$ cat src/sv/rrv_pkg.sv
`timescale 1ns / 1ps
`default_nettype none
// ----------------------------------------------------------------------------
// rrv_pkg: shared types and constants for the range repulsion velocity block
// Payload structs, push classes, register indexes and datapath widths.
// ----------------------------------------------------------------------------
package rrv_pkg;

    // Field and register widths
    localparam int RANGE_W     = 16;
    localparam int CFG_W       = 12;
    localparam int SPEED_W     = 10;
    localparam int IDX_W       = 3;
    localparam int VX_W        = 13;
    localparam int VY_W        = 12;

    // Datapath widths
    localparam int NUM_SENSORS = 5;
    localparam int DIST_W      = 12;
    localparam int NUM_W       = SPEED_W + DIST_W;
    localparam int Q_W         = SPEED_W;
    localparam int PUSH_W      = 12;

    // Divider: quotient bits resolved per stage and number of stages
    localparam int DIV_STEP    = 2;
    localparam int DIV_STAGES  = Q_W / DIV_STEP;

    // Accept edge to result edge: classify, multiply, divider, push, sum
    localparam int PIPE_LAT    = DIV_STAGES + 4;

    // Register indexes
    localparam logic [IDX_W-1:0] CFG_INNER = 3'd0;
    localparam logic [IDX_W-1:0] CFG_OUTER = 3'd1;
    localparam logic [IDX_W-1:0] CFG_MIN   = 3'd2;
    localparam logic [IDX_W-1:0] CFG_MAX   = 3'd3;
    localparam logic [IDX_W-1:0] CFG_PULL  = 3'd4;

    // Push class of one reading
    localparam logic [1:0] PUSH_NONE = 2'd0;
    localparam logic [1:0] PUSH_FULL = 2'd1;
    localparam logic [1:0] PUSH_LIN  = 2'd2;
    localparam logic [1:0] PUSH_PULL = 2'd3;

    // Sensor slots
    localparam int SEN_FRONT  = 0;
    localparam int SEN_RIGHT  = 1;
    localparam int SEN_BACK   = 2;
    localparam int SEN_LEFT   = 3;
    localparam int SEN_STEREO = 4;

    // Sensors whose push points towards negative x or y
    localparam logic [NUM_SENSORS-1:0] SUBTRACT_MASK = 5'b10011;

    typedef struct packed {
        logic signed [RANGE_W-1:0] front_range;
        logic signed [RANGE_W-1:0] right_range;
        logic signed [RANGE_W-1:0] back_range;
        logic signed [RANGE_W-1:0] left_range;
        logic signed [RANGE_W-1:0] stereo_range_mm;
    } range_in_t;

    typedef struct packed {
        logic signed [VX_W-1:0] vel_x;
        logic signed [VY_W-1:0] vel_y;
    } vel_out_t;

    typedef struct packed {
        logic [1:0]        code;
        logic [DIST_W-1:0] span;
    } sense_t;

endpackage
`default_nettype wire

$ cat src/sv/rrv_div.sv
`timescale 1ns / 1ps
`default_nettype none
// ----------------------------------------------------------------------------
// rrv_div: pipelined restoring divider
// Resolves DIV_STEP quotient bits per stage; the push class rides alongside.
// ----------------------------------------------------------------------------
module rrv_div
    import rrv_pkg::*;
(
    input  logic              clk,
    input  logic [NUM_W-1:0]  num,
    input  logic [DIST_W-1:0] den,
    input  logic [1:0]        code_in,
    output logic [Q_W-1:0]    quo,
    output logic [1:0]        code_out
);

    logic [NUM_W-1:0] rem_in   [DIV_STAGES];
    logic [Q_W-1:0]   quo_in   [DIV_STAGES];
    logic [1:0]       code_s   [DIV_STAGES];
    logic [NUM_W-1:0] rem_next [DIV_STAGES];
    logic [Q_W-1:0]   quo_next [DIV_STAGES];
    logic [Q_W-1:0]   quo_reg  [DIV_STAGES];
    logic [1:0]       code_reg [DIV_STAGES];
    logic [NUM_W-1:0] rem_reg  [DIV_STAGES-1];

    // Feed the first stage from the ports
    assign rem_in[0] = num;
    assign quo_in[0] = '0;
    assign code_s[0] = code_in;

    generate
        for (genvar s = 0; s < DIV_STAGES; s++)
        begin : g_stage
            // Chain each stage onto the previous one
            if (s > 0)
            begin : g_link
                assign rem_in[s] = rem_reg[s-1];
                assign quo_in[s] = quo_reg[s-1];
                assign code_s[s] = code_reg[s-1];
            end

            // Trial-subtract the shifted divisor for this stage's bits
            always_comb
            begin
                logic [NUM_W-1:0] rem;
                logic [Q_W-1:0]   q;
                logic [NUM_W-1:0] trial;
                rem = rem_in[s];
                q   = quo_in[s];
                for (int j = 0; j < DIV_STEP; j++)
                begin
                    trial = NUM_W'(den) << (Q_W - 1 - s * DIV_STEP - j);
                    if (rem >= trial)
                    begin
                        rem = rem - trial;
                        q[Q_W - 1 - s * DIV_STEP - j] = 1'b1;
                    end
                end
                rem_next[s] = rem;
                quo_next[s] = q;
            end

            // Hold the partial quotient and class
            always_ff @(posedge clk)
            begin
                quo_reg[s]  <= quo_next[s];
                code_reg[s] <= code_s[s];
            end

            // Hold the partial remainder for the next stage
            if (s < DIV_STAGES - 1)
            begin : g_rem
                always_ff @(posedge clk)
                begin
                    rem_reg[s] <= rem_next[s];
                end
            end
        end
    endgenerate

    assign quo      = quo_reg[DIV_STAGES-1];
    assign code_out = code_reg[DIV_STAGES-1];

endmodule
`default_nettype wire

$ cat src/sv/range_repulsion_velocity.sv
`timescale 1ns / 1ps
`default_nettype none
// Pipeline: an accepted start transfer passes through classify, multiply, five divider
// stages, push select, sum and output register, then strobes its result on done.
// Throughput: one reading set per cycle; busy stays low and the receiver cannot stall.
// Reset: clears the valid pipeline and loads the register defaults; no clearing pass.
// ----------------------------------------------------------------------------
// range_repulsion_velocity: range readings to repulsive x/y velocity pushes
// Five sensors are classified, scaled and divided in parallel lanes and summed.
// ----------------------------------------------------------------------------
module range_repulsion_velocity
    import rrv_pkg::*;
#(
    parameter int SENSOR_LIMIT_MM = 2000
)
(
    input  logic             clk,
    input  logic             rst_n,
    input  logic             start,
    output logic             busy,
    input  range_in_t        ranges,
    output logic             done,
    output vel_out_t         vel,
    input  logic             cfg_we,
    input  logic [IDX_W-1:0] cfg_index,
    input  logic [CFG_W-1:0] cfg_data
);

    localparam logic signed [RANGE_W:0] LIMIT = (RANGE_W+1)'(SENSOR_LIMIT_MM);
    localparam logic signed [RANGE_W:0] ONE   = (RANGE_W+1)'(1);

    // Configuration registers
    logic [CFG_W-1:0]   inner_border_mm_reg;
    logic [CFG_W-1:0]   outer_border_mm_reg;
    logic [SPEED_W-1:0] min_speed_reg;
    logic [SPEED_W-1:0] max_speed_reg;
    logic [CFG_W-1:0]   forward_pull_range_mm_reg;

    // Pipeline valid bits
    logic                  v1_reg;
    logic                  v2_reg;
    logic [DIV_STAGES-1:0] vdiv_reg;
    logic                  v3_reg;
    logic                  done_reg;

    // Pipeline payload
    logic signed [RANGE_W:0]   r_ext       [NUM_SENSORS];
    sense_t                    sense_next  [NUM_SENSORS];
    sense_t                    s1_sense_reg[NUM_SENSORS];
    logic [NUM_W-1:0]          num_next    [NUM_SENSORS];
    logic [NUM_W-1:0]          s2_num_reg  [NUM_SENSORS];
    logic [1:0]                s2_code_reg [NUM_SENSORS];
    logic [Q_W-1:0]            div_quo     [NUM_SENSORS];
    logic [1:0]                div_code    [NUM_SENSORS];
    logic signed [PUSH_W-1:0]  push_next   [NUM_SENSORS];
    logic signed [PUSH_W-1:0]  s3_push_reg [NUM_SENSORS];
    vel_out_t                  vel_next;
    vel_out_t                  vel_reg;

    // Config-derived terms
    logic signed [RANGE_W:0] inner_ext;
    logic signed [RANGE_W:0] outer_ext;
    logic signed [RANGE_W:0] pull_ext;
    logic [SPEED_W:0]        speed_diff;
    logic                    diff_neg;
    logic [SPEED_W-1:0]      diff_mag;
    logic [DIST_W-1:0]       band_den;

    // Class a reading against the inner and outer borders
    function automatic sense_t band_class(
        input logic signed [RANGE_W:0] r,
        input logic signed [RANGE_W:0] inner,
        input logic signed [RANGE_W:0] outer
    );
        sense_t s;
        s.code = PUSH_NONE;
        s.span = DIST_W'(outer - r);
        if (r < inner)
        begin
            s.code = PUSH_FULL;
        end
        else if (r < outer)
        begin
            s.code = PUSH_LIN;
        end
        return s;
    endfunction

    assign busy = 1'b0;

    // Take register writes
    always_ff @(posedge clk or negedge rst_n)
    begin
        if (!rst_n)
        begin
            inner_border_mm_reg       <= CFG_W'(1000);
            outer_border_mm_reg       <= CFG_W'(1400);
            min_speed_reg             <= SPEED_W'(100);
            max_speed_reg             <= SPEED_W'(300);
            forward_pull_range_mm_reg <= CFG_W'(2000);
        end
        else if (cfg_we)
        begin
            case (cfg_index)
                CFG_INNER: inner_border_mm_reg       <= cfg_data;
                CFG_OUTER: outer_border_mm_reg       <= cfg_data;
                CFG_MIN:   min_speed_reg             <= cfg_data[SPEED_W-1:0];
                CFG_MAX:   max_speed_reg             <= cfg_data[SPEED_W-1:0];
                CFG_PULL:  forward_pull_range_mm_reg <= cfg_data;
                default:   ;
            endcase
        end
    end

    // Derive borders, speed span and band width
    assign inner_ext  = (RANGE_W+1)'(inner_border_mm_reg);
    assign outer_ext  = (RANGE_W+1)'(outer_border_mm_reg);
    assign pull_ext   = (RANGE_W+1)'(forward_pull_range_mm_reg);
    assign speed_diff = {1'b0, max_speed_reg} - {1'b0, min_speed_reg};
    assign diff_neg   = speed_diff[SPEED_W];
    assign diff_mag   = diff_neg ? SPEED_W'(-speed_diff) : speed_diff[SPEED_W-1:0];
    assign band_den   = DIST_W'(outer_border_mm_reg - inner_border_mm_reg);

    // Sign-extend the readings
    assign r_ext[SEN_FRONT]  = {ranges.front_range[RANGE_W-1], ranges.front_range};
    assign r_ext[SEN_RIGHT]  = {ranges.right_range[RANGE_W-1], ranges.right_range};
    assign r_ext[SEN_BACK]   = {ranges.back_range[RANGE_W-1], ranges.back_range};
    assign r_ext[SEN_LEFT]   = {ranges.left_range[RANGE_W-1], ranges.left_range};
    assign r_ext[SEN_STEREO] = {ranges.stereo_range_mm[RANGE_W-1], ranges.stereo_range_mm};

    // Stage 1: classify each reading
    always_comb
    begin
        for (int i = 0; i < NUM_SENSORS; i++)
        begin
            sense_next[i] = band_class(r_ext[i], inner_ext, outer_ext);
            if (i == SEN_STEREO)
            begin
                // Stereo has an upper check only
                if (r_ext[i] > LIMIT)
                begin
                    sense_next[i].code = PUSH_NONE;
                end
            end
            else if (r_ext[i] < ONE || r_ext[i] > LIMIT)
            begin
                sense_next[i].code = PUSH_NONE;
            end
            else if (i == SEN_FRONT && r_ext[i] >= outer_ext && r_ext[i] >= inner_ext)
            begin
                // Front beyond both borders may pull forward
                sense_next[i].code = (r_ext[i] > pull_ext) ? PUSH_PULL : PUSH_NONE;
            end
        end
    end

    // Stage 2: scale the band distance by the speed span
    always_comb
    begin
        for (int i = 0; i < NUM_SENSORS; i++)
        begin
            num_next[i] = NUM_W'(diff_mag) * NUM_W'(s1_sense_reg[i].span);
        end
    end

    // Stages 1 and 2 payload
    always_ff @(posedge clk)
    begin
        for (int i = 0; i < NUM_SENSORS; i++)
        begin
            s1_sense_reg[i] <= sense_next[i];
            s2_num_reg[i]   <= num_next[i];
            s2_code_reg[i]  <= s1_sense_reg[i].code;
        end
    end

    // Divide each lane by the band width
    generate
        for (genvar g = 0; g < NUM_SENSORS; g++)
        begin : g_lane
            rrv_div u_div (
                .clk      (clk),
                .num      (s2_num_reg[g]),
                .den      (band_den),
                .code_in  (s2_code_reg[g]),
                .quo      (div_quo[g]),
                .code_out (div_code[g])
            );
        end
    endgenerate

    // Stage 3: pick each lane's signed contribution
    always_comb
    begin
        logic signed [PUSH_W-1:0] mag;
        for (int i = 0; i < NUM_SENSORS; i++)
        begin
            case (div_code[i])
                PUSH_FULL: mag = PUSH_W'(max_speed_reg);
                PUSH_LIN:  mag = diff_neg ? -PUSH_W'(div_quo[i]) : PUSH_W'(div_quo[i]);
                default:   mag = '0;
            endcase
            if (div_code[i] == PUSH_PULL)
            begin
                push_next[i] = PUSH_W'(max_speed_reg);
            end
            else
            begin
                push_next[i] = SUBTRACT_MASK[i] ? -mag : mag;
            end
        end
    end

    // Stage 4: sum the lanes into x and y
    always_comb
    begin
        vel_next.vel_x = VX_W'(s3_push_reg[SEN_FRONT]) + VX_W'(s3_push_reg[SEN_BACK])
                       + VX_W'(s3_push_reg[SEN_STEREO]);
        vel_next.vel_y = VY_W'(s3_push_reg[SEN_RIGHT]) + VY_W'(s3_push_reg[SEN_LEFT]);
    end

    // Stages 3 and 4 payload
    always_ff @(posedge clk)
    begin
        for (int i = 0; i < NUM_SENSORS; i++)
        begin
            s3_push_reg[i] <= push_next[i];
        end
        vel_reg <= vel_next;
    end

    // Advance the valid bits with the data
    always_ff @(posedge clk or negedge rst_n)
    begin
        if (!rst_n)
        begin
            v1_reg   <= 1'b0;
            v2_reg   <= 1'b0;
            vdiv_reg <= '0;
            v3_reg   <= 1'b0;
            done_reg <= 1'b0;
        end
        else
        begin
            v1_reg   <= start && !busy;
            v2_reg   <= v1_reg;
            vdiv_reg <= {vdiv_reg[DIV_STAGES-2:0], v2_reg};
            v3_reg   <= vdiv_reg[DIV_STAGES-1];
            done_reg <= v3_reg;
        end
    end

    assign done = done_reg;
    assign vel  = vel_reg;

    // Every accepted transfer yields exactly one result
    a_accept_to_done: assert property (@(posedge clk) disable iff (!rst_n)
        (start && !busy) |-> ##PIPE_LAT done)
        else $error("accepted transfer produced no result");

    // No result without a transfer at the matching cycle
    a_done_has_source: assert property (@(posedge clk) disable iff (!rst_n)
        done |-> $past(start && !busy, PIPE_LAT))
        else $error("result strobe without a matching transfer");

    // Sums stay within three and two lanes of full speed
    a_vel_bounds: assert property (@(posedge clk) disable iff (!rst_n)
        done |-> (vel.vel_x >= -13'sd3069 && vel.vel_x <= 13'sd3069
               && vel.vel_y >= -12'sd2046 && vel.vel_y <= 12'sd2046))
        else $error("velocity sum out of range");

endmodule
`default_nettype wire
$ cat config.mk
export PLATFORM = sky130hd
export DESIGN_NAME = range_repulsion_velocity
export DESIGN_NICKNAME = d
export VERILOG_FILES = /design/src/sv/rrv_pkg.sv /design/src/sv/rrv_div.sv /design/src/sv/range_repulsion_velocity.sv
export SDC_FILE = /design/constraint.sdc
export NUM_CORES = 2
export LEC_CHECK = 0
export ABC_AREA = 1
export CAP_MARGIN = 15
export CORE_ASPECT_RATIO = 0.8
export CORE_MARGIN = 2
export CORE_UTILIZATION = 43
export DETAILED_ROUTE_END_ITERATION = 10
export DONT_BUFFER_PORTS = 1
export PLACE_DENSITY = 0.67
export RECOVER_POWER = 25
export SETUP_SLACK_MARGIN = 0.15
export SLEW_MARGIN = 15
export SYNTH_ARGS = -nofsm -noshare
export SYNTH_HDL_FRONTEND = slang
export SYNTH_HIERARCHICAL = 1
export SYNTH_SLANG_ARGS = --single-unit
export TNS_END_PERCENT = 30
$ cat constraint.sdc
create_clock -name clk -period 6.9 [get_ports clk]
set_clock_uncertainty 0.05 [all_clocks]
set_input_delay 0.345 -clock clk [delete_from_list [all_inputs] [get_ports clk]]
set_output_delay 0.345 -clock clk [all_outputs]
set_load 0.05 [all_outputs]
==> metrics <==
outcome finished with violations; failing checks max-capacitance violations, max-slew violations; CP Data Arrival Time 7.32 ns; Final Setup Violations 0; worst r2r src min_speed_reg[2]; vias in the first global route 80,166; max-cap check violation count 1; final non-filler cell total 16,741; clk sinks 980; grt total ovfl 0; Crit path depth 32; cts bufs inserted 106; RSZ-0062 raised after global routing true; worst hold-check path type primary input to register; EDFF count, synth 0; crit path to s2_num_reg[0][105]; yosys warns 6; CP delay by family, top adder cells; flop2flop setup slack 0.23 ns; Final Hold Fails 0; wire length per cell 17.60 um; commonest non-fill, non-tap cells in the layout nand2_1, inv_1, nor2_1; largest net degree at the start of global routing 66; final RePlAce weighted congestion 0.9915; CTS Root Cell clkbuf_16; full die area 0.2241 sq mm; H-tree Lvls 3; CTS tree built; Avg Cell Area, Syn 7.073 sq um; clk slew on worst S/H paths 0.08 ns; Largest register FFs 440; Worst path slowest cell fa_2; Synth Net Count 15,083; slew margin rel. -172.1%; CTS Buffer Depth 3; first-pass GRT wire length 449,800 um; Post-synth top flop dfxtp_1; Final period util 96.69%; register area 0.01998 sq mm; initial antenna violation count 18; minimum clock period 6.671 ns; FMAX 0.1499 GHz; share of cells above drive strength 1 9.518%; DP Cell Count 16,339; Final nets 15,444; post-synthesis cell count 13,393; io pins 126; CP Capture Type register; Rows 154; Crit path largest cell delay 0.56 ns; Worst R2R End s2_num_reg[0][105]; area grow syn2layout 12.82%; number of cells on the worst reg-to-reg path 32; I/O Buffers 0; kind of critical path register to register; worst path bufs/invs 8; Mapped Area 0.09473 sq mm; All-Layer GR Usage 25.12%; number of distinct library cells after synthesis 77; chip width 528.8 um; total number of vias 88,619; Final Max Tran Viols 66; antenna viol nets, final 0; Detailed Place HPWL 233,900 um; required time of the critical path 7.55 ns; Detailed Route Iter0 Violations 7,965; final core utilization 48.66%; crit path max fanout 8; crit path from min_speed_reg[2]; Multi-input gate area 0.06777 sq mm; Async S/R FF share, synth 6.633%; commonest non-fill, non-tap cell in the layout nand2_1; Initial Utilization 43.13%; sequential cell area fraction in the yosys report 21.09%; Clock Latency Late Sink 0.76 ns; Total Wirelength 294,600 um; CP Launch Type register; Core Area 0.2197 sq mm; Remaining DRCs 0; Die Height 423.8 um; Pre-antenna DRT Iters 6; fill count 21,685; Via density 5.294; FF+latch count, synth 980; Worst Tran Pin Value 4.081 ns
[worst min-delay path by stage]
stage,slack (ns),endpoint,depth (start not counted),start
floorplan,-0.0006,done,0,rst_n
global placement,0.004,max_speed_reg[9],0,rst_n
detailed placement,0.004,max_speed_reg[9],0,rst_n
CTS,0.002,s1_sense_reg[0][60],5,ranges[2]
global route,0.02,max_speed_reg[1],2,cfg_data[1]
finish,0.05,s1_sense_reg[0][60],5,ranges[2]
[layer usage]
metal / track usage [%] / part of all wire, % / vias up
met5: 0 / 0.028 / -
li1: - / - / 44117
met2: 36.18 / 40 / 3236
met1: 37.63 / 48 / 40796
met3: 4.761 / 9.2 / 458
met4: 7.099 / 3.3 / 12
[tightest hold or removal path: cells and delay by family]
kind | cells | cell delay (ns)
AO/OA/AOI/OAI | 1 | 0.07
XOR/XNOR | 1 | 0.09
adder cells (fa/ha/maj) | 1 | 0.17
buffers and inverters | 1 | 0.04
AND/OR/NAND/NOR | 1 | 0.10
[logic make-up after synthesis]
family	share of synthesized area, %
simple gates	27.60
buf+inv	9.172
compound gates	11.53
fa+ha+maj	24.63
flops	21.09
xor+xnor	5.979
other cells	0.003959
[through the flow]
step            TNS, ns  instance area (sq um)  hold slack, ns  setup slack (ns)
6_report              0                 106900         0.05147            0.2286
3_3_place_gp     -2.022                  99280        0.004423           -0.1295
4_1_cts               0                 104000        0.001531           0.09269
3_5_place_dp          0                  99290        0.004437           0.01971
2_1_floorplan         0                  94730      -0.0005911            0.1807
5_1_grt        -0.08499                 106900         0.02363          -0.03292
[cells in the mapped netlist (all sizes together), types with 2 or more instances]
library cell	n	area [sq um]
dfrtp	40	1001
a2111oi	3	26.28
nand4	211	1339
nand3	808	4392
dfstp	25	656.9
xor2	321	2819
buf	172	1306
or2	33	206.5
dfxtp	915	18320
inv	1896	7117
a21boi	24	191.4
a21o	68	510.5
o21ai	816	4208
o311ai	2	17.52
a31oi	50	312.8
fa	456	9129
nor4	47	294.0
o22ai	18	112.6
nor3b	3	22.52
a211oi	14	105.1
ha	1135	14200
xnor2	324	2845
o211a	2	20.02
a221oi	4	35.03
nand3b	47	352.8
and3	3	18.77
o21bai	54	416.7
clkbuf	59	225.2
nor3	146	800.8
nor2	1248	5105
and2	10	62.56
clkinv	8	40.04
a21oi	869	4417
nor4b	6	52.55
o21a	28	210.2
nand2	3480	13470
o2111ai	9	78.83
o211ai	14	105.1
o31ai	12	90.09
nand2b	2	12.51
o221ai	3	26.28
[cell type report]
type / instances / area share, %
multi-input combinational: 10282 / 63.41
sequential: 980 / 18.69
inverter: 1904 / 6.785
timing repair buffer: 476 / 4.190
tap: 2886 / 3.379
clock buffer: 124 / 2.629
clock inverter: 77 / 0.8698
timing repair inverter: 4 / 0.02810
antenna: 8 / 0.01873
[what timing repair did]
item                                    CTS  global route
pin swaps                                11           167
setup buffers                             1            95
endpoints found under the hold margin   133             0
resized for setup                        34           435
cloned                                    0            18
endpoints found under the setup margin   69           415
hold buffers                             79             0
Power is left out: the tool's default activity adds up to more than one toggle a clock period on the data nets, which glitch-free logic cannot reach.
